### config.mk
export PLATFORM = sky130hd
export DESIGN_NAME = multi_channel_periodic_event_timer
export DESIGN_NICKNAME = d
export VERILOG_FILES = /design/src/mcpet_pkg.sv /design/src/mcpet_ctrl.sv /design/src/mcpet_dp.sv /design/src/multi_channel_periodic_event_timer.sv
export SDC_FILE = /design/constraint.sdc
export NUM_CORES = 2
export LEC_CHECK = 0
export ABC_CLOCK_PERIOD_IN_PS = 6700
export BUFFER_PORTS_ARGS = -buffer_cell sky130_fd_sc_hd__clkbuf_2
export CORE_ASPECT_RATIO = 0.8
export CORE_MARGIN = 3
export CORE_UTILIZATION = 57
export DETAILED_ROUTE_END_ITERATION = 10
export PLACE_DENSITY = 0.77
export SKIP_LAST_GASP = 1
export SLEW_MARGIN = 10
export SYNTH_ARGS = -nofsm -noshare
export SYNTH_HDL_FRONTEND = slang
export SYNTH_SLANG_ARGS = --single-unit
### constraint.sdc
create_clock -name aclk -period 6.7 [get_ports aclk]
set_input_delay 0.67 -clock aclk [delete_from_list [all_inputs] [get_ports aclk]]
set_output_delay 0.67 -clock aclk [all_outputs]
set_load 0.02 [all_outputs]
### src/mcpet_pkg.sv
package mcpet_pkg;

    localparam logic [1:0] OP_TICK    = 2'd0;
    localparam logic [1:0] OP_SET     = 2'd1;
    localparam logic [1:0] OP_CONSUME = 2'd2;
    localparam logic [1:0] OP_UNUSED  = 2'd3;

    localparam logic [1:0] KIND_EVENT     = 2'd0;
    localparam logic [1:0] KIND_SUMMARY   = 2'd1;
    localparam logic [1:0] KIND_DELIVERED = 2'd2;
    localparam logic [1:0] KIND_IGNORED   = 2'd3;

    localparam logic [15:0] WAIT_RESET   = 16'd60000;
    localparam logic [31:0] OFF_INTERVAL = 32'hFFFF_FFFF;

    typedef enum logic [2:0] {
        ST_IDLE,
        ST_SCAN,
        ST_DECIDE,
        ST_FIRE,
        ST_SUMMARY,
        ST_CONSUME,
        ST_OUT
    } state_t;

    // Commands from the controller to the datapath.
    typedef struct packed {
        logic load;       // capture the input word
        logic set_chan;   // program one channel
        logic scan_start; // clear the running minimum
        logic scan_step;  // compare one channel
        logic fire;       // advance the winner, post an event if room
        logic consume;    // retire one pending event, build the answer
        logic summary;    // build the summary word
        logic out_take;   // output word was taken
    } cmd_t;

    // Status from the datapath to the controller.
    typedef struct packed {
        logic scan_done;  // last channel compared this cycle
        logic due;        // a valid deadline is at or before now
        logic out_full;   // output register holds a word
    } stat_t;

endpackage

### src/mcpet_ctrl.sv
module mcpet_ctrl #(
    parameter int MAX_FIRES = 32
) (
    input  logic              aclk,
    input  logic              aresetn,
    input  logic              in_valid,
    output logic              in_ready,
    input  logic [1:0]        in_op,
    input  logic              out_ready,
    input  mcpet_pkg::stat_t  stat,
    output mcpet_pkg::cmd_t   cmd
);
    import mcpet_pkg::*;

    localparam int FW = $clog2(MAX_FIRES + 1);

    state_t          state_reg, state_next;
    logic [FW-1:0]   fires_reg, fires_next;

    // State and firing counter.
    always_ff @(posedge aclk) begin
        if (!aresetn) begin
            state_reg <= ST_IDLE;
            fires_reg <= '0;
        end else begin
            state_reg <= state_next;
            fires_reg <= fires_next;
        end
    end

    // Next state and commands.
    always_comb begin
        state_next   = state_reg;
        fires_next   = fires_reg;
        cmd          = '0;
        in_ready     = 1'b0;
        cmd.out_take = stat.out_full && out_ready;
        unique case (state_reg)
            ST_IDLE: begin
                in_ready = 1'b1;
                if (in_valid) begin
                    cmd.load   = 1'b1;
                    fires_next = '0;
                    case (in_op)
                        OP_TICK: begin
                            cmd.scan_start = 1'b1;
                            state_next     = ST_SCAN;
                        end
                        OP_SET:     state_next = ST_IDLE;
                        OP_CONSUME: state_next = ST_CONSUME;
                        default:    state_next = ST_IDLE;
                    endcase
                end
            end
            ST_SCAN: begin
                cmd.scan_step = 1'b1;
                if (stat.scan_done) state_next = ST_DECIDE;
            end
            ST_DECIDE: begin
                if (stat.due && fires_reg < FW'(MAX_FIRES)) state_next = ST_FIRE;
                else state_next = ST_SUMMARY;
            end
            ST_FIRE: begin
                // Wait for room in the output register before posting.
                if (!stat.out_full || cmd.out_take) begin
                    cmd.fire       = 1'b1;
                    cmd.scan_start = 1'b1;
                    fires_next     = fires_reg + 1'b1;
                    state_next     = ST_SCAN;
                end
            end
            ST_SUMMARY: begin
                if (!stat.out_full || cmd.out_take) begin
                    cmd.summary = 1'b1;
                    state_next  = ST_OUT;
                end
            end
            ST_CONSUME: begin
                cmd.consume = 1'b1;
                state_next  = ST_OUT;
            end
            ST_OUT: begin
                if (!stat.out_full) state_next = ST_IDLE;
            end
            default: state_next = ST_IDLE;
        endcase
    end
endmodule

### src/mcpet_dp.sv
module mcpet_dp #(
    parameter int CHANNELS         = 8,
    parameter int DEFAULT_CAPACITY = 1
) (
    input  logic              aclk,
    input  logic              aresetn,
    input  mcpet_pkg::cmd_t   cmd,
    output mcpet_pkg::stat_t  stat,
    input  logic              cfg_we,
    input  logic [15:0]       cfg_wdata,
    input  logic [2:0]        in_channel,
    input  logic [63:0]       in_now,
    input  logic              in_enable,
    input  logic [31:0]       in_interval,
    input  logic [15:0]       in_capacity,
    output logic [1:0]        out_kind,
    output logic [2:0]        out_channel,
    output logic [63:0]       out_tick,
    output logic [15:0]       out_wait,
    output logic              out_last
);
    import mcpet_pkg::*;

    localparam int CW = (CHANNELS > 1) ? $clog2(CHANNELS) : 1;

    logic        en_reg   [CHANNELS];
    logic [31:0] iv_reg   [CHANNELS];
    logic [15:0] cap_reg  [CHANNELS];
    logic [63:0] ref_reg  [CHANNELS];
    logic        dv_reg   [CHANNELS];
    logic [15:0] pend_reg [CHANNELS];
    logic [15:0] maxw_reg;

    logic [2:0]  ch_reg;
    logic [63:0] now_reg;
    logic        en_in_reg;
    logic [31:0] iv_in_reg;
    logic [15:0] cap_in_reg;

    logic [CW-1:0] idx_reg;
    logic          bvalid_reg;
    logic [CW-1:0] best_reg;
    logic [63:0]   bref_reg;

    logic        full_reg;
    logic [1:0]  kind_reg;
    logic [2:0]  och_reg;
    logic [63:0] tick_reg;
    logic [15:0] wait_reg;
    logic        last_reg;

    logic          ch_ok;
    logic [CW-1:0] ch_idx;
    logic          take;
    logic [63:0]   diff;

    assign ch_ok  = 32'(ch_reg) < CHANNELS;
    assign ch_idx = CW'(ch_reg);
    assign take   = dv_reg[idx_reg] && (!bvalid_reg || ref_reg[idx_reg] < bref_reg);
    assign diff   = bref_reg - now_reg;

    assign stat.scan_done = 32'(idx_reg) == CHANNELS - 1;
    assign stat.due       = bvalid_reg && bref_reg <= now_reg;
    assign stat.out_full  = full_reg;

    // Input word capture and the max_wait register.
    always_ff @(posedge aclk) begin
        if (!aresetn) begin
            maxw_reg <= WAIT_RESET;
        end else if (cfg_we) begin
            maxw_reg <= cfg_wdata;
        end
        if (cmd.load) begin
            ch_reg     <= in_channel;
            now_reg    <= in_now;
            en_in_reg  <= in_enable;
            iv_in_reg  <= in_interval;
            cap_in_reg <= in_capacity;
        end
    end

    // Earliest-deadline scan, one channel a cycle.
    always_ff @(posedge aclk) begin
        if (cmd.scan_start) begin
            idx_reg    <= '0;
            bvalid_reg <= 1'b0;
        end else if (cmd.scan_step) begin
            if (!stat.scan_done) idx_reg <= idx_reg + 1'b1;
            if (take) begin
                bvalid_reg <= 1'b1;
                best_reg   <= idx_reg;
                bref_reg   <= ref_reg[idx_reg];
            end
        end
    end

    // Channel state.
    always_ff @(posedge aclk) begin
        if (!aresetn) begin
            for (int i = 0; i < CHANNELS; i++) begin
                en_reg[i]   <= 1'b0;
                iv_reg[i]   <= '0;
                cap_reg[i]  <= 16'(DEFAULT_CAPACITY);
                ref_reg[i]  <= '0;
                dv_reg[i]   <= 1'b0;
                pend_reg[i] <= '0;
            end
        end else begin
            // A set_channel word is applied the cycle after capture.
            if (cmd.set_chan && ch_ok) begin
                en_reg[ch_idx]   <= en_in_reg;
                iv_reg[ch_idx]   <= iv_in_reg;
                cap_reg[ch_idx]  <= cap_in_reg;
                pend_reg[ch_idx] <= '0;
                if (en_in_reg && iv_in_reg != OFF_INTERVAL) begin
                    ref_reg[ch_idx] <= now_reg + 64'(iv_in_reg);
                    dv_reg[ch_idx]  <= 1'b1;
                end else begin
                    dv_reg[ch_idx] <= 1'b0;
                end
            end
            if (cmd.fire) begin
                ref_reg[best_reg] <= bref_reg + 64'(iv_reg[best_reg]);
                if ((cap_reg[best_reg] == '0 || pend_reg[best_reg] < cap_reg[best_reg])
                        && pend_reg[best_reg] != 16'hFFFF)
                    pend_reg[best_reg] <= pend_reg[best_reg] + 1'b1;
            end
            if (cmd.consume && ch_ok && pend_reg[ch_idx] != '0)
                pend_reg[ch_idx] <= pend_reg[ch_idx] - 1'b1;
        end
    end

    // Output register.
    always_ff @(posedge aclk) begin
        if (!aresetn) begin
            full_reg <= 1'b0;
        end else begin
            if (cmd.out_take) full_reg <= 1'b0;
            if (cmd.fire) begin
                if (cap_reg[best_reg] == '0 || pend_reg[best_reg] < cap_reg[best_reg]) begin
                    full_reg <= 1'b1;
                    kind_reg <= KIND_EVENT;
                    och_reg  <= 3'(best_reg);
                    tick_reg <= bref_reg;
                    wait_reg <= '0;
                    last_reg <= 1'b0;
                end
            end
            if (cmd.summary) begin
                full_reg <= 1'b1;
                kind_reg <= KIND_SUMMARY;
                och_reg  <= '0;
                tick_reg <= '0;
                last_reg <= 1'b1;
                if (!bvalid_reg) wait_reg <= maxw_reg;
                else if (stat.due) wait_reg <= '0;
                else if (diff > 64'(maxw_reg)) wait_reg <= maxw_reg;
                else wait_reg <= diff[15:0];
            end
            if (cmd.consume) begin
                full_reg <= 1'b1;
                kind_reg <= (ch_ok && en_reg[ch_idx] && iv_reg[ch_idx] != OFF_INTERVAL)
                            ? KIND_DELIVERED : KIND_IGNORED;
                och_reg  <= ch_reg;
                tick_reg <= '0;
                wait_reg <= '0;
                last_reg <= 1'b1;
            end
        end
    end

    assign out_kind    = kind_reg;
    assign out_channel = och_reg;
    assign out_tick    = tick_reg;
    assign out_wait    = wait_reg;
    assign out_last    = last_reg;
endmodule

### src/multi_channel_periodic_event_timer.sv
// Periodic timer bank with earliest-deadline firing. A set_channel word gives
// no result; a consume word gives one result. A tick word scans all channels
// one per cycle for the earliest deadline, fires it while it is due (at most
// MAX_FIRES times), then builds a summary. No new word is accepted until the
// last result of the current word has been taken. Every result word carries
// last on the final word of its input word.
// max_wait may be written only while idle.
module multi_channel_periodic_event_timer #(
    parameter int CHANNELS         = 8,
    parameter int MAX_FIRES        = 32,
    parameter int DEFAULT_CAPACITY = 1
) (
    input  logic        aclk,
    input  logic        aresetn,
    input  logic        cfg_we,
    input  logic [15:0] cfg_wdata,
    input  logic        s_valid,
    output logic        s_ready,
    input  logic [1:0]  s_operation,
    input  logic [2:0]  s_channel,
    input  logic [63:0] s_now_time,
    input  logic        s_enable,
    input  logic [31:0] s_interval,
    input  logic [15:0] s_capacity,
    output logic        m_valid,
    input  logic        m_ready,
    output logic [1:0]  m_kind,
    output logic [2:0]  m_event_channel,
    output logic [63:0] m_event_tick,
    output logic [15:0] m_wait_time,
    output logic        m_last
);
    import mcpet_pkg::*;

    cmd_t  cmd, cmd_c;
    stat_t stat;
    logic  set_reg;
    logic  s_ready_c;

    // A set_channel word is applied in the cycle after capture.
    always_ff @(posedge aclk) begin
        if (!aresetn) set_reg <= 1'b0;
        else set_reg <= s_valid && s_ready && s_operation == OP_SET;
    end

    always_comb begin
        cmd          = cmd_c;
        cmd.set_chan = set_reg;
    end

    mcpet_ctrl #(.MAX_FIRES(MAX_FIRES)) u_ctrl (
        .aclk, .aresetn,
        .in_valid (s_valid && !set_reg),
        .in_ready (s_ready_c),
        .in_op    (s_operation),
        .out_ready(m_ready),
        .stat,
        .cmd      (cmd_c)
    );

    assign s_ready = s_ready_c && !set_reg;

    mcpet_dp #(.CHANNELS(CHANNELS), .DEFAULT_CAPACITY(DEFAULT_CAPACITY)) u_dp (
        .aclk, .aresetn, .cmd, .stat, .cfg_we, .cfg_wdata,
        .in_channel (s_channel),
        .in_now     (s_now_time),
        .in_enable  (s_enable),
        .in_interval(s_interval),
        .in_capacity(s_capacity),
        .out_kind   (m_kind),
        .out_channel(m_event_channel),
        .out_tick   (m_event_tick),
        .out_wait   (m_wait_time),
        .out_last   (m_last)
    );

    assign m_valid = stat.out_full;

    // No new word while a result is pending.
    a_no_accept_busy: assert property (@(posedge aclk) disable iff (!aresetn)
        (s_valid && s_ready) |-> !m_valid) else $error("accept while busy");
    // Only result words ending in last or events exist.
    a_kind_last: assert property (@(posedge aclk) disable iff (!aresetn)
        (m_valid && m_kind == KIND_EVENT) |-> !m_last) else $error("event marked last");
    a_nonevent_last: assert property (@(posedge aclk) disable iff (!aresetn)
        (m_valid && m_kind != KIND_EVENT) |-> m_last) else $error("missing last");
endmodule
=== After elaboration in Yosys (flattened, before gate mapping) ===
Memories as Yosys holds them, arrays and structs flattened. A register that Yosys moved wholly into a read port is not among the register bits.
Index checks and enable logic that the tools add are counted.

* Add/sub/neg operators: 7
* $lt $le $gt $ge: 5
* Equal/unequal tests: 17
* Muxes and demuxes: 104
* Bitwise gates (word level): 4
* Reductions and logical operators: 40

{| class="wikitable"
|+ Operators with widths
! kind !! number
|-
| $mux W64 || 4
|-
| $mux W16 || 10
|-
| $add A64 B32 Y64 || 2
|-
| $reduce_or A64 Y1 || 2
|-
| $mux W3 || 28
|-
| $gt A64 B16 Y1 || 1
|-
| $le A64 B64 Y1 || 1
|-
| $lt A64 B64 Y1 || 1
|-
| $ne A32 B32 Y1 const B || 2
|-
| $sub A64 B64 Y64 || 1
|-
| $mux W1 || 51
|-
| $reduce_or A16 Y1 || 3
|-
| $mux W32 || 1
|-
| $reduce_or A32 Y1 || 1
|-
| $pmux W3 S7 || 1
|-
| $add A16 B1 Y16 const B || 1
|-
| $logic_not A16 Y1 || 1
|-
| $lt A16 B16 Y1 || 1
|-
| $ne A16 B16 Y1 const B || 1
|-
| $reduce_bool A16 Y1 || 1
|-
| $sub A16 B1 Y16 const B || 1
|-
| $eq A3 B3 Y1 const B || 4
|-
| $logic_and A1 B1 Y1 || 12
|-
| $mux W6 || 2
|-
| 26 further kinds || 44
|}

* Register bits after elaboration: 300
* Memory bits (writable): 1040
* Bits of input ports: 139
* Logic and storage cells: 202
* Memories kept: 6

{| class="wikitable"
|+ Memories
! name !! words !! width !! rd ports !! clocked after memory_dff !! wr ports !! line !! source
|-
| u_dp.ref_reg || 8 || 64 || 1 || 1 || 8 || mcpet_dp.sv:29 || <nowiki>logic [63:0] ref_reg [CHANNELS];</nowiki>
|-
| u_dp.iv_reg || 8 || 32 || 2 || 2 || 8 || mcpet_dp.sv:27 || <nowiki>logic [31:0] iv_reg [CHANNELS];</nowiki>
|-
| u_dp.cap_reg || 8 || 16 || 1 || 1 || 8 || mcpet_dp.sv:28 || <nowiki>logic [15:0] cap_reg [CHANNELS];</nowiki>
|-
| u_dp.pend_reg || 8 || 16 || 2 || 2 || 8 || mcpet_dp.sv:31 || <nowiki>logic [15:0] pend_reg [CHANNELS];</nowiki>
|-
| u_dp.dv_reg || 8 || 1 || 1 || 1 || 8 || mcpet_dp.sv:30 || <nowiki>logic dv_reg [CHANNELS];</nowiki>
|-
| u_dp.en_reg || 8 || 1 || 1 || 1 || 8 || mcpet_dp.sv:26 || <nowiki>logic en_reg [CHANNELS];</nowiki>
|}

=== Longest topological paths before layout ===
* Depth in word-level cells: 9
* Mapped depth: 23

=== Cells and area by module ===
A second synthesis with hierarchy kept.

* Cell total of the unflattened synthesis: 5613
* Area, all modules: 71419.7 um^2

{| class="wikitable"
|+ By module, submodules not included
! module !! instances !! cells each !! area an instance (um^2) !! sequential area each (um^2)
|-
| mcpet_dp || 1 || 5529 || 70701.6 || 39748.1
|-
| mcpet_ctrl || 1 || 79 || 666.9 || 180.2
|-
| multi_channel_periodic_event_timer || 1 || 5 || 51.3 || 20.0
|}

=== Worst setup path before layout ===
Ideal clock, no wire load.

* Path type: register to register
* Start point: reg with a tool-made name
* End point: mem u_dp.ref_reg[1][58], data pin
* Setup time: 280 ps
* Arrival time: 6481 ps
* Setup slack: -61 ps
* Stages on the path, launching flop included: 24
* Clock period less this slack: 6761 ps
* Cell sequence: dfxtp_1 buf_2 buf_2 buf_2 buf_2 clkbuf_1 buf_1 mux4_2 mux2_2 ha_1 inv_1 fa_1 nor2b_1 o21ai_1 a21boi_0 o32ai_1 o211ai_1 a2111oi_0 o21ai_0 a31oi_1 clkbuf_1 nor4_1 xnor2_1 o22ai_1

{| class="wikitable"
|+ RTL lines
! what !! line
|-
| to (decl) || mcpet_dp.sv:29
|}

==> flow_summary.ini <==
[status]
status = finished clean

[power_and_ir_drop]
p_sw_frac = 0.323
internal_power_uw = 16500
power_leakage_uw = 0.0285
combPwrFrac = 0.251
power_uw = 24300
clkPwrFrac = 0.317
power_density_mw_per_mm2 = 310
seq_power_share = 0.433
ir_drop_uv = 298
switchingPower_uw = 7850

[yosys]
synth_area_leaders = edfxtp_1, mux4_2, o22ai_1
syn_area_per_cell_um2 = 12.9
yosysUniqueCellTypes = 91
synth-seq-cells = 1349
ys_warn_count = 0
synth_edf_count = 1293
netlist_instances = 5487
synth_top_area_share = 0.549
ys.flop_type = edfxtp_1
seq_area_frac_synth = 0.565
syn-cell-area_mm2 = 0.0707
ys_async_sr_fraction = 0
synth_top_area_cell = edfxtp_1
syn-num-nets = 5857

[hold_path]
hp-class = in2reg

[cells_and_area]
nets = 6005
largest_reg_flops = 512
mostFrequentLayoutCells = edfxtp_1, o22ai_1, and2_1
drive_gt1_frac = 0.180
fillers = 8851
area_growth_pct = 10.7
multi_input_area_mm2 = 0.0291
final_common_cell = edfxtp_1
register_area_mm2 = 0.0400

[global_route]
track_usage = 0.360
grt_pass1_wl_um = 341000
grt_pass1_vias = 51500
grt_start_max_net_pins = 71
antenna_found_initial = 8
grt.overflow.total = 0

[drt]
first_pass_iters = 7
drt_wl_total_um = 234000
drcViolationCount = 0
ant_nets = 0
avgRoutedWirePerCell_um = 31.7
vias = 53400
drt_iter0_markers = 9039
viasPerCell = 7.24

[timing]
hold_viol_final = 0
fin_skew_ps = 39.8
rsz0062_at_grt = no
worst_pin_slew_ps = 1240
slew_headroom = 0.173
post-route-period-util = 0.947
fin_tns_setup_ps = 0
setup_viol = 0
fmax_ghz = 0.158
drv_slew = 0
post-route-min-period_ps = 6340

[setup_path]
cp.required_ps = 7100
endpoint = u_dp.bref_reg[27]
crit_type = reg2reg
ff2ff_setup_slack_ps = 360
crit_chain = buf_4, mux4_2, mux2_2, ha_1, a21o_1, a21o_1, a21oi_1, o21ai_0, nor3_1, a21oi_1, buf_4, nor3_1, o21ai_0, buf_4, clkinv_2, buf_4
ff2ff_path_depth = 16
cp_slowest_cell = nor3_1
rr_endpoint = u_dp.bref_reg[27]
cp_slowest_stage_delay_ps = 830
start_kind = flip-flop
crit_fanout = 40
end_kind = flip-flop
crit_arrival_ps = 6750
path_common_cell = buf_4

[floorplan]
row_count = 114
fp.coreArea_mm2 = 0.122
io_pins = 227
dieArea_mm2 = 0.128
die_x_um = 400
die_h_um = 321
start_util = 0.580

[cts]
cts_buffers = 136
cts_repair_resize_count = 0
cts_root_buf = clkbuf_16
path_clk_slew_ps = 60
cts_buffer_depth = 3
htree_levels = 4
cts_tree = yes
holdBufCountCts = 0
clk_latency_ps = 810
post_cts_buffers = 0
clock-sinks = 1349

[flow_run]
maxCapViolCount = 0

[placed_design]
portBuffers = 226
hpwl_um = 151000
place_congestion = 0.998
-- how the worst min path moves through the flow --
stage,start,end,slack (ps),depth (start not counted)
finish,s_capacity[4],u_dp.cap_in_reg[4],40,1
global route,s_now_time[39],u_dp.now_reg[39],20,1
CTS,s_capacity[9],u_dp.cap_in_reg[9],4,1
detailed placement,u_dp.en_reg[6],u_dp.en_reg[6],450,2
global placement,u_dp.en_reg[4],u_dp.en_reg[4],440,2
floorplan,u_dp.en_reg[5],u_dp.en_reg[5],430,2
-- critical path: cells and delay by family, from the launching register on --
family / cells / cell delay [ps]
AO/OA/AOI/OAI: 6 / 1120
adder cells (fa/ha/maj): 1 / 330
buffers and inverters: 5 / 1420
flip-flops: 1 / 800
multiplexers: 2 / 870
AND/OR/NAND/NOR: 2 / 1200
-- synthesized netlist by cell type (6+ instances only) --
master,count
inv_1,208
buf_1,43
a211o_1,8
nand2b_1,28
a221oi_1,8
o21bai_1,19
edfxtp_1,1293
and4_1,9
or4_1,8
clkbuf_1,256
nand4b_1,13
o21ai_0,112
nor3_1,68
xor2_1,47
o221ai_1,7
mux4_2,291
a31oi_1,23
and2_1,372
or2_2,14
nor4_1,47
nand4_1,142
a21o_1,89
or3_1,18
nand3_1,110
ha_1,228
o211ai_1,30
nor2_1,240
and3_1,25
a211oi_1,13
nand2_1,300
a31o_2,6
mux2_2,108
nor2b_1,16
mux2i_1,76
a21oi_1,183
buf_2,33
xnor2_1,138
dfxtp_1,56
o21a_1,19
o21ai_1,16
a21boi_0,8
o22ai_1,650
-- metrics by stage --
stage          hold WS [ps]  utilization  area, um2  instances  worst slack, ps
2_1_floorplan           431            -      70700       5487              182
3_3_place_gp            441        0.606      73900       7121              740
3_5_place_dp            448        0.606      73900       7121              776
4_1_cts                3.51        0.642      78300       7363              720
5_1_grt                20.5        0.642      78300       7364              187
6_report               42.2        0.642      78300       7366              358
-- cells by family (layout without fill, tap and decap cells) --
group | after synthesis | count (layout) | synth area share
adders and majority gates | 231 | 231 | 0.0412
and+or+nand+nor | 1430 | 1430 | 0.106
DFF | 1349 | 1349 | 0.565
AOI/OAI and AO/OA | 1273 | 1273 | 0.115
xor gates and xnor gates | 185 | 185 | 0.0229
muxes | 475 | 475 | 0.121
other | 0 | 3 | 0
buffers and inverters | 544 | 796 | 0.0297
-- routing by layer --
layer / up-vias / wire length, um / track usage
met4: 8 / 11200 / 0.155
met2: 4674 / 99400 / 0.509
met5: - / 53 / 0
met3: 777 / 38200 / 0.130
li1: 21900 / - / -
met1: 26000 / 84900 / 0.504
-- power by group through the flow --
| stage | logic, uW | clock network (uW) | registers (uW) |
|---|---|---|---|
| floorplan | 4210 | 0 | 10300 |
| global placement | 5740 | 0 | 10600 |
| detailed placement | 5840 | 0 | 10700 |
| CTS | 5890 | 7690 | 10500 |
| global route | 6460 | 8040 | 10600 |
| finish | 6090 | 7700 | 10500 |
-- final cells by class --
cell class              instances  area share
well taps                    1624      0.0259
clock inverters                73      0.0102
clock buffers                 169      0.0457
diodes                          3   0.0000959
inverters                     209      0.0101
flip-flops and latches       1349       0.510
multi-input cells            3594       0.371
repair buffers                345      0.0265
Power figures use the tool's default switching activity.
